File: config.mk
export PLATFORM = sky130hd
export DESIGN_NAME = edge_runlength_frame_assembler
export DESIGN_NICKNAME = d
export VERILOG_FILES = /design/src/rtl/core/erfa_pkg.sv /design/src/rtl/core/erfa_sub_unit.sv /design/src/rtl/core/erfa_frame_core.sv /design/src/rtl/core/edge_runlength_frame_assembler.sv
export SDC_FILE = /design/constraint.sdc
export NUM_CORES = 1
export LEC_CHECK = 0
export ABC_CLOCK_PERIOD_IN_PS = 2700
export BUFFER_PORTS_ARGS = -buffer_cell sky130_fd_sc_hd__buf_2
export CORE_ASPECT_RATIO = 1.25
export CORE_UTILIZATION = 35
export CTS_CLUSTER_SIZE = 28
export DETAILED_ROUTE_END_ITERATION = 16
export PLACE_DENSITY_LB_ADDON = 0.2
export SLEW_MARGIN = 25
export SYNTH_ARGS = -nofsm -noshare
export SYNTH_HDL_FRONTEND = slang
export SYNTH_SLANG_ARGS = --single-unit
export TNS_END_PERCENT = 50
File: constraint.sdc
create_clock -name aclk -period 2.7 [get_ports aclk]
set_input_delay 0.405 -clock aclk [delete_from_list [all_inputs] [get_ports aclk]]
set_output_delay 0.405 -clock aclk [all_outputs]
set_load 0.005 [all_outputs]
File: src/rtl/core/erfa_pkg.sv
// Shared constants and types of the edge run-length frame assembler.
package erfa_pkg;

    // Block configuration
    localparam int MOTORS     = 4;
    localparam int FRAME_BITS = 21;

    // Field widths
    localparam int MOTOR_W    = 3;
    localparam int DELTA_W    = 16;
    localparam int OUT_W      = 21;
    localparam int CNT_W      = $clog2(FRAME_BITS + 1);
    localparam int REM_W      = DELTA_W + 1;
    localparam int S_TDATA_W  = ((MOTOR_W + DELTA_W + 7) / 8) * 8;
    localparam int M_TDATA_W  = ((MOTOR_W + OUT_W + 7) / 8) * 8;
    localparam int CFG_IDX_W  = 1;
    localparam int CFG_DATA_W = 16;

    // Register indexes
    localparam logic [CFG_IDX_W-1:0] REG_ENABLE     = 1'b0;
    localparam logic [CFG_IDX_W-1:0] REG_BIT_PERIOD = 1'b1;

    // Result status codes
    localparam logic STATUS_DONE    = 1'b0;
    localparam logic STATUS_TIMEOUT = 1'b1;

    // Configuration seen by the core
    typedef struct packed {
        logic               enable;
        logic [DELTA_W-1:0] bit_period;
        logic               clear;
    } erfa_cfg_t;

    // Result handed from the core to the output register
    typedef struct packed {
        logic               valid;
        logic [MOTOR_W-1:0] motor;
        logic               status;
        logic [OUT_W-1:0]   word;
    } erfa_res_t;

endpackage

File: src/rtl/core/erfa_sub_unit.sv
// Compare-and-subtract unit used by the rounding divide.
module erfa_sub_unit (
    input  logic [erfa_pkg::REM_W-1:0]   rem,
    input  logic [erfa_pkg::DELTA_W-1:0] divisor,
    output logic                         ge,
    output logic [erfa_pkg::REM_W-1:0]   diff
);
    import erfa_pkg::*;

    logic [REM_W:0] wide_diff;

    // One extra bit catches the borrow
    assign wide_diff = {1'b0, rem} - {2'b00, divisor};
    assign ge        = ~wide_diff[REM_W];
    assign diff      = wide_diff[REM_W-1:0];

endmodule

File: src/rtl/core/erfa_frame_core.sv
// Sequencer and frame state: run rounding by repeated subtraction, bit shifting.
module erfa_frame_core (
    input  logic                         aclk,
    input  logic                         aresetn,
    input  erfa_pkg::erfa_cfg_t          cfg,
    input  logic                         in_valid,
    output logic                         in_ready,
    input  logic [erfa_pkg::MOTOR_W-1:0] in_motor,
    input  logic [erfa_pkg::DELTA_W-1:0] in_delta,
    input  logic                         in_last,
    input  logic                         out_free,
    output erfa_pkg::erfa_res_t          res
);
    import erfa_pkg::*;

    localparam logic [1:0] ST_IDLE = 2'd0;
    localparam logic [1:0] ST_RUN  = 2'd1;
    localparam logic [1:0] ST_EVAL = 2'd2;
    localparam logic [1:0] ST_FIN  = 2'd3;

    logic [1:0]            state_reg, state_next;
    logic [FRAME_BITS-1:0] word_reg, word_next;
    logic [CNT_W-1:0]      count_reg, count_next;
    logic                  level_reg, level_next;
    logic                  done_reg, done_next;
    logic [REM_W-1:0]      rem_reg, rem_next;
    logic                  shifted_reg, shifted_next;
    logic [MOTOR_W-1:0]    motor_reg, motor_next;
    logic                  last_reg, last_next;
    logic [MOTOR_W-1:0]    res_motor_reg, res_motor_next;
    logic                  res_status_reg, res_status_next;
    logic [OUT_W-1:0]      res_word_reg, res_word_next;

    logic                  accept;
    logic                  motor_in_range;
    logic                  sub_ge;
    logic [REM_W-1:0]      sub_diff;
    logic                  has_room;
    logic [FRAME_BITS-1:0] word_shift;

    erfa_sub_unit u_sub (
        .rem     (rem_reg),
        .divisor (cfg.bit_period),
        .ge      (sub_ge),
        .diff    (sub_diff)
    );

    assign in_ready       = (state_reg == ST_IDLE);
    assign accept         = in_valid & in_ready;
    assign motor_in_range = ({1'b0, in_motor} < (MOTOR_W + 1)'(MOTORS));
    assign has_room       = (count_reg < CNT_W'(FRAME_BITS));
    assign word_shift     = {word_reg[FRAME_BITS-2:0], level_reg};

    // Sequencer
    always_comb begin
        state_next      = state_reg;
        word_next       = word_reg;
        count_next      = count_reg;
        level_next      = level_reg;
        done_next       = done_reg;
        rem_next        = rem_reg;
        shifted_next    = shifted_reg;
        motor_next      = motor_reg;
        last_next       = last_reg;
        res_motor_next  = res_motor_reg;
        res_status_next = res_status_reg;
        res_word_next   = res_word_reg;

        unique case (state_reg)
            ST_IDLE: begin
                if (accept && cfg.enable && motor_in_range) begin
                    motor_next = in_motor;
                    last_next  = in_last;
                    if (done_reg) begin
                        // rest of an answered frame is dropped
                        if (in_last) begin
                            word_next  = '0;
                            count_next = '0;
                            level_next = 1'b0;
                            done_next  = 1'b0;
                        end
                    end else if (cfg.bit_period == '0) begin
                        res_motor_next  = in_motor;
                        res_status_next = STATUS_TIMEOUT;
                        res_word_next   = '0;
                        done_next       = 1'b1;
                        if (in_last) begin
                            word_next  = '0;
                            count_next = '0;
                            level_next = 1'b0;
                            done_next  = 1'b0;
                        end
                        state_next = ST_FIN;
                    end else begin
                        // rounding bias: delta + period/2
                        rem_next     = {1'b0, in_delta} +
                                       {2'b00, cfg.bit_period[DELTA_W-1:1]};
                        shifted_next = 1'b0;
                        state_next   = ST_RUN;
                    end
                end
            end
            ST_RUN: begin
                if (sub_ge && has_room) begin
                    rem_next     = sub_diff;
                    word_next    = word_shift;
                    count_next   = count_reg + 1'b1;
                    shifted_next = 1'b1;
                end else begin
                    // a run is always at least one bit
                    if (!shifted_reg) begin
                        word_next  = word_shift;
                        count_next = count_reg + 1'b1;
                    end
                    state_next = ST_EVAL;
                end
            end
            ST_EVAL: begin
                level_next = ~level_reg;
                state_next = ST_IDLE;
                if (count_reg >= CNT_W'(FRAME_BITS)) begin
                    res_motor_next  = motor_reg;
                    res_status_next = STATUS_DONE;
                    res_word_next   = OUT_W'(word_reg);
                    done_next       = 1'b1;
                    state_next      = ST_FIN;
                end else if (last_reg) begin
                    res_motor_next  = motor_reg;
                    res_status_next = STATUS_TIMEOUT;
                    res_word_next   = '0;
                    state_next      = ST_FIN;
                end
                if (last_reg) begin
                    word_next  = '0;
                    count_next = '0;
                    level_next = 1'b0;
                    done_next  = 1'b0;
                end
            end
            ST_FIN: begin
                if (out_free) begin
                    state_next = ST_IDLE;
                end
            end
            default: begin
                state_next = ST_IDLE;
            end
        endcase

        // disabling abandons the frame in progress
        if (cfg.clear) begin
            word_next  = '0;
            count_next = '0;
            level_next = 1'b0;
            done_next  = 1'b0;
        end
    end

    // Control and frame state
    always_ff @(posedge aclk) begin
        if (!aresetn) begin
            state_reg <= ST_IDLE;
            word_reg  <= '0;
            count_reg <= '0;
            level_reg <= 1'b0;
            done_reg  <= 1'b0;
        end else begin
            state_reg <= state_next;
            word_reg  <= word_next;
            count_reg <= count_next;
            level_reg <= level_next;
            done_reg  <= done_next;
        end
    end

    // Working payload
    always_ff @(posedge aclk) begin
        rem_reg        <= rem_next;
        shifted_reg    <= shifted_next;
        motor_reg      <= motor_next;
        last_reg       <= last_next;
        res_motor_reg  <= res_motor_next;
        res_status_reg <= res_status_next;
        res_word_reg   <= res_word_next;
    end

    assign res.valid  = (state_reg == ST_FIN);
    assign res.motor  = res_motor_reg;
    assign res.status = res_status_reg;
    assign res.word   = res_word_reg;

    // Checks
    a_count_bound: assert property (@(posedge aclk) disable iff (!aresetn)
        count_reg <= CNT_W'(FRAME_BITS))
        else $error("bit count beyond frame length");

    a_fin_release: assert property (@(posedge aclk) disable iff (!aresetn)
        (state_reg == ST_FIN && out_free) |=> (state_reg == ST_IDLE))
        else $error("result not released when output register is free");

    a_timeout_zero: assert property (@(posedge aclk) disable iff (!aresetn)
        (res.valid && res.status == STATUS_TIMEOUT) |-> (res.word == '0))
        else $error("timeout result carries a nonzero word");

    a_run_bounded: assert property (@(posedge aclk) disable iff (!aresetn)
        (state_reg == ST_RUN && !has_room) |=> (state_reg == ST_EVAL))
        else $error("run continued with a full frame");

endmodule

File: src/rtl/core/edge_runlength_frame_assembler.sv
// Top level: stream ports, configuration registers and output register.
// Sequence: an accepted input transaction enters the subtract loop, which shifts in runs bits
//   (runs = rounded run length, capped by the bits left in the frame, at most FRAME_BITS),
//   then the evaluate state and, with a result, the result state; a zero period goes straight
//   to the result state. Input is taken only in idle; a result waits in the output register.
// Reset (aresetn low, synchronous) clears configuration, frame state and the output valid.
module edge_runlength_frame_assembler (
    input  logic                            aclk,
    input  logic                            aresetn,
    // configuration write port
    input  logic                            cfg_we,
    input  logic [erfa_pkg::CFG_IDX_W-1:0]  cfg_index,
    input  logic [erfa_pkg::CFG_DATA_W-1:0] cfg_data,
    // input stream
    input  logic                            s_tvalid,
    output logic                            s_tready,
    input  logic [erfa_pkg::S_TDATA_W-1:0]  s_tdata,  // motor[2:0], delta[18:3], zero pad
    input  logic                            s_tlast,
    // result stream
    output logic                            m_tvalid,
    input  logic                            m_tready,
    output logic [erfa_pkg::M_TDATA_W-1:0]  m_tdata,  // motor_tag[2:0], frame_word[23:3]
    output logic                            m_tuser   // status
);
    import erfa_pkg::*;

    logic                  enable_reg;
    logic [DELTA_W-1:0]    bit_period_reg;
    logic                  m_valid_reg;
    logic [M_TDATA_W-1:0]  m_data_reg;
    logic                  m_user_reg;
    logic                  out_free;
    erfa_cfg_t             cfg;
    erfa_res_t             res;

    // Configuration registers
    always_ff @(posedge aclk) begin
        if (!aresetn) begin
            enable_reg     <= 1'b0;
            bit_period_reg <= '0;
        end else if (cfg_we) begin
            unique case (cfg_index)
                REG_ENABLE:     enable_reg     <= cfg_data[0];
                REG_BIT_PERIOD: bit_period_reg <= cfg_data[DELTA_W-1:0];
                default: ;
            endcase
        end
    end

    assign cfg.enable     = enable_reg;
    assign cfg.bit_period = bit_period_reg;
    assign cfg.clear      = cfg_we && (cfg_index == REG_ENABLE) && !cfg_data[0];

    erfa_frame_core u_core (
        .aclk     (aclk),
        .aresetn  (aresetn),
        .cfg      (cfg),
        .in_valid (s_tvalid),
        .in_ready (s_tready),
        .in_motor (s_tdata[MOTOR_W-1:0]),
        .in_delta (s_tdata[MOTOR_W +: DELTA_W]),
        .in_last  (s_tlast),
        .out_free (out_free),
        .res      (res)
    );

    // Output register
    assign out_free = !m_valid_reg || m_tready;

    always_ff @(posedge aclk) begin
        if (!aresetn) begin
            m_valid_reg <= 1'b0;
        end else if (out_free) begin
            m_valid_reg <= res.valid;
        end
    end

    always_ff @(posedge aclk) begin
        if (out_free && res.valid) begin
            m_data_reg <= M_TDATA_W'({res.word, res.motor});
            m_user_reg <= res.status;
        end
    end

    assign m_tvalid = m_valid_reg;
    assign m_tdata  = m_data_reg;
    assign m_tuser  = m_user_reg;

endmodule
## After elaboration in Yosys (flattened, before gate mapping)

Index checks and enable logic that the tools add are counted.

- Add/subtract/negate cells: 3
- Magnitude comparators: 3
- Equal/unequal tests: 14
- Mux-type cells: 64
- Bitwise operators: 5
- Reductions and logical operators: 24

Operators by type and width:

| kind | count |
|---|---|
| $mux 21 | 11 |
| $mux 17 | 4 |
| $pmux 21 s3 | 1 |
| $pmux 21 s2 | 1 |
| $mux 5 | 7 |
| $pmux 17 s2 | 1 |
| $mux 1 | 20 |
| $sub 17x16->18 | 1 |
| $add 16x15->17 | 1 |
| $logic_not 16->1 | 1 |
| $mux 3 | 5 |
| $pmux 5 s3 | 1 |
| $reduce_and 5->1 | 3 |
| $mux 2 | 7 |
| $ne 2x2->1 const B | 6 |
| $pmux 1 s2 | 4 |
| $pmux 2 s4 | 1 |
| $logic_and 1x1->1 | 6 |
| $ne 3x3->1 const B | 2 |
| $pmux 3 s2 | 1 |
| $reduce_and 2->1 | 3 |
| $reduce_and 3->1 | 2 |
| $add 5x1->5 const B | 1 |
| $ge 5x5->1 const B | 1 |
| other kinds (15) | 22 |

- Flip-flop bits (word level): 120
- Input port bits: 47
- Word-level logic and storage cells: 130

## Logic depth before layout (Yosys ltp)

- Depth after elaboration: 6
- Gate-level depth with buffers: 12
- Depth with buffers taken out: 11

## Cells and area by module

From an unflattened synthesis, not the netlist that was laid out.

- Cell total of the unflattened synthesis: 599
- Area, all modules: 6324.8 um2

By module, submodules not included:

| module | times used | cells each | area an instance (um2) | sequential area each (um2) |
|---|---|---|---|---|
| erfa_frame_core | 1 | 360 | 3895.0 | 2011.9 |
| edge_runlength_frame_assembler | 1 | 110 | 1517.7 | 1111.1 |
| erfa_sub_unit | 1 | 129 | 912.1 | 0.0 |

## Least setup slack after synthesis

Ideal clock, no wire load.

- Kind: flip-flop to flip-flop
- From: reg bit_period_reg[6]
- To: reg u_core.rem_reg[0] (enable)
- Arrival time: 2.419 ns
- Data required time: 2.325 ns
- Slack: -0.094 ns
- Stages on the path, launching flop included: 11
- Buffers on the path: 0
- Clock period less this slack: 2.794 ns
- Path through: dfxtp_1 inv_1 ha_1 and3_1 nand3_1 o21ai_0 o211ai_2 o211ai_1 a31oi_1 or2_2 nand2_1

- Longest elaborated chain between the ends: 5
- Elaborated cells on any way between the ends: 7

Ends and longest elaborated chain:

| item | RTL line | text |
|---|---|---|
| start: declaration | edge_runlength_frame_assembler.sv:28 | `logic [DELTA_W-1:0] bit_period_reg;` |
| start signal: assignment | edge_runlength_frame_assembler.sv:44 | `REG_BIT_PERIOD: bit_period_reg <= cfg_data[DELTA_W-1:0];` |
| $sub 17x16->18 | erfa_sub_unit.sv:13 | `assign wide_diff = {1'b0, rem} - {2'b00, divisor};` |
| $not 1->1 | erfa_sub_unit.sv:14 | `assign ge = ~wide_diff[REM_W];` |
| $logic_and 1x1->1 | erfa_frame_core.sv:104 | `if (sub_ge && has_room) begin` |
| $ne 2x1->1 (no source line) | - |  |
| $reduce_and 5->1 (no source line) * | - |  |
| end signal: assignment | erfa_frame_core.sv:178 | `rem_reg <= rem_next;` |
| end: declaration | erfa_frame_core.sv:26 | `logic [REM_W-1:0] rem_reg, rem_next;` |

Mark *: on every way between the ends. The rest lies on a longest branch, timed or not.
A chain may end at the register's enable or synchronous reset.

## Final worst setup path

- From: reg bit_period_reg[1]
- To: reg u_core.rem_reg[16] (data pin)

- Longest elaborated chain between the ends: 5
- Elaborated cells on any way between the ends: 7

Ends and longest elaborated chain:

| item | RTL line | text |
|---|---|---|
| $add 16x15->17 | erfa_frame_core.sv:96 | `rem_next = {1'b0, in_delta} +` |
| $mux 17 | erfa_frame_core.sv:82 | `end else if (cfg.bit_period == '0) begin` |
| $mux 17 | erfa_frame_core.sv:74 | `if (done_reg) begin` |
| $mux 17 | erfa_frame_core.sv:71 | `if (accept && cfg.enable && motor_in_range) begin` |
| $pmux 17 s2 * | erfa_frame_core.sv:69 | `unique case (state_reg)` |
| named net u_core.rem_next[16] | erfa_frame_core.sv:26 |  |

Mark *: on every way through the listed nets, which the timed path passes. The rest lies on a longest branch. The select of a mux whose other input is x is not followed.

==> results.yml <==
place:
  postPlaceCellArea_um2: 7000
  place_congestion: 0.829
  portBuffers: 68
  dp_hpwl_um: 9700
final_layout:
  areaGrowthSynthToFinish_pct: 28.0
  fin_area_um2: 7820
  drive_gt1_share_pct: 29.5
  diodes: 0
  largest_reg_flops: 24
  final_nets: 795
route:
  drt_iter0_markers: 218
  num_vias: 4754
  wl_per_cell_um: 14.3
  wirelength_um: 13500
  drc: 0
  drt_first_pass_iters: 4
  postRouteAntennaNets: 0
  drt-vias-per-instance: 5.03
die:
  die_area_um2: 18000
  dieWidth_um: 120
  pin_count: 74
  core_um2: 17000
  rows: 53
  initial_utilization_pct: 36.0
  die_h_um: 150
critical_path:
  worstSetupStartpointType: "register"
  cp_data_required_time_ps: 2860
  path_class: "register to register"
  crit_fanout: 3
  cp-end-kind: "register"
  critPathArrivalTime_ps: 2850
yosys:
  yosys_warnings: 0
  netlist_top_cells_area: "edfxtp_1, dfxtp_1, ha_1"
  yosysUniqueCellTypes: 51
  syn_area_um2: 6110
  yosysTopAreaCellShare_pct: 35.4
  synth_edf_count: 72
  syn_area_per_cell_um2: 10.2
  ys_seq_area_share_pct: 51.1
  synthFlopType: "edfxtp_1"
  synthesis.nets: 679
  ys_seq_elements: 120
  synth_area_leader_cell: "edfxtp_1"
  async_reset_ff_share_pct: 0
  netlist_instances: 597
power_and_ir_drop:
  ir_drop_uv: 383
  p_per_area_nw_per_um2: 613
  leakagePower_nw: 2.97
sta:
  rsz0062_at_grt: "true"
  fin_tns_setup_ps: 0
  fmax_ghz: 0.372
  skew_ps: 11.7
  setup_viol: 0
  maxSlewViolCount: 0
  tightest_slew_ps: 632
  slew_headroom_pct: 57.6
  hold_viol_final: 0
  post-route-period-util_pct: 99.7
  fin_crit_ps: 2690
clock_tree:
  cts_made_buffers: 17
  cts_tree: "done"
  cts_hold_buf: 0
  htreeDepth: 4
  clockBufferDepth: 2
  cts_root_buf: "clkbuf_16"
  clock_latency_ps: 420
  cts_sinks: 120
  clkTransAtPathRegs_ps: 60
job:
  maxCapViolCount: 0
hold_path:
  holdCritPathClass: "input port to register"
global_route:
  antenna_found_initial: 0
  grt_pass1_vias: 4580
  grt_overflow: 0
  grt_max_degree: 50
  gr-usage-all-layers_pct: 15.7
  grt_pass1_wl_um: 21600
status:
  status: "finished clean"
## final cells by class
| type | count | area, um2 |
|---|---|---|
| Timing Repair Buffer | 122 | 796 |
| Fill cell | 1663 | 9160 |
| Multi-Input combinational cell | 419 | 2910 |
| Clock inverter | 15 | 168 |
| Clock buffer | 17 | 425 |
| Tap cell | 220 | 275 |
| Sequential cell | 120 | 3130 |
| Inverter | 33 | 124 |
## cell usage after synthesis (2+ instances only)
| cell type | instances |
|---|---|
| nor2_1 | 29 |
| a21o_1 | 9 |
| or3_1 | 5 |
| buf_8 | 2 |
| o31ai_1 | 5 |
| a21oi_1 | 44 |
| o31a_1 | 2 |
| a211oi_1 | 4 |
| nand2_1 | 62 |
| dfxtp_1 | 48 |
| xnor2_1 | 13 |
| o21ai_1 | 2 |
| buf_2 | 2 |
| and2_1 | 28 |
| nand2b_1 | 8 |
| nand4_1 | 25 |
| o211ai_1 | 7 |
| clkbuf_1 | 17 |
| edfxtp_1 | 72 |
| fa_1 | 2 |
| nor2b_1 | 5 |
| mux2i_1 | 2 |
| nand3_1 | 31 |
| o21bai_1 | 2 |
| o41ai_1 | 3 |
| o21ai_0 | 20 |
| o21a_1 | 10 |
| a31o_2 | 6 |
| ha_1 | 33 |
| xor2_1 | 10 |
| or2_2 | 2 |
| o21ai_2 | 21 |
| buf_1 | 3 |
| nor3_1 | 5 |
| o22ai_1 | 2 |
| inv_1 | 32 |
| nor4_1 | 5 |
| a31oi_1 | 6 |
## worst max-delay path: stages, from the launching register on
cell and delay, ps:
dfxtp_2 340, buf_6 120, ha_4 150, inv_2 50, fa_2 200, nor2b_2 50
o31a_1 320, o211ai_1 230, a21o_1 220, a31oi_4 100, a311oi_1 290, buf_4 170
o21ba_2 120, o22ai_1 70
## cells in the final DEF (no fill, tap or decap), drive strengths merged, types with 6 or more instances in the layout
cell type	netlist	final
nand2b	8	8
dfxtp	48	48
nand3	31	31
nand4	25	25
o21a	10	10
inv	33	39
a21o	9	9
a31o	6	6
edfxtp	72	72
and2	28	28
a31oi	6	6
nand2	62	62
buf	8	121
o211ai	9	9
clkbuf	17	18
xor2	10	10
nor2	29	29
ha	33	33
o21ai	43	43
xnor2	13	13
a21oi	45	45
## worst paths after layout
kind / start / to / slack (ps) / cells after the start
worst max-delay path: bit_period_reg[1] / u_core.rem_reg[16] / 9 / 13
worst min-delay path: s_tdata[1] / u_core.motor_reg[1] / 180 / 1
worst max register to register: bit_period_reg[1] / u_core.rem_reg[16] / 9 / 13
worst min register to register: u_core.res_word_reg[11] / m_tdata[14] / 420 / 0
## power breakdown
| part | switching, mW | total [mW] | internal, mW | leakage, nW |
|---|---|---|---|---|
| registers | 0.0185 | 1.99 | 1.97 | 1.03 |
| logic | 0.295 | 0.545 | 0.250 | 1.66 |
| clock network | 0.878 | 2.26 | 1.38 | 0.281 |
## per-layer routing
| layer | global-route usage [%] | part of all wire, % | up-vias |
|---|---|---|---|
| met2 | 28.9 | 53 | 91 |
| met1 | 16.8 | 42 | 2240 |
| met5 | 0 | 0 | - |
| met3 | 3.54 | 4.1 | 12 |
| met4 | 7.06 | 1.1 | 0 |
| li1 | - | - | 2411 |
## per-stage QoR
step	worst slack, ps	cells	power, mW	hold WS, ps	utilization (%)
2_1_floorplan	89.9	597	2.36	400	-
6_report	9.15	946	4.79	182	46.1
4_1_cts	-28.1	942	4.82	161	45.2
3_3_place_gp	-123	909	2.52	400	41.2
3_5_place_dp	-151	909	2.53	405	41.2
5_1_grt	-82.8	946	4.98	165	46.1
## cells by family (layout without fill, tap and decap cells)
logic type               count (synthesis)  after routing  share of synthesized area (%)
XOR/XNOR                                23             23                           3.30
buffers and inverters                   58            187                           4.10
adder cells (fa/ha/maj)                 35             35                           7.42
flip-flops                             120            120                           51.1
AND/OR/NAND/NOR                        209            209                           17.1
multiplexers                             2              2                          0.328
AO/OA/AOI/OAI                          150            150                           16.7
## timing repair
| item | CTS | global route |
|---|---|---|
| endpoints found under the hold margin | 0 | 0 |
| buffers inserted | 1 | 3 |
| endpoints found under the setup margin | 46 | 47 |
| pin swaps | 7 | 9 |
| cloned | 0 | 1 |
| gates resized for setup | 17 | 14 |
Power figures use the tool's default switching activity.
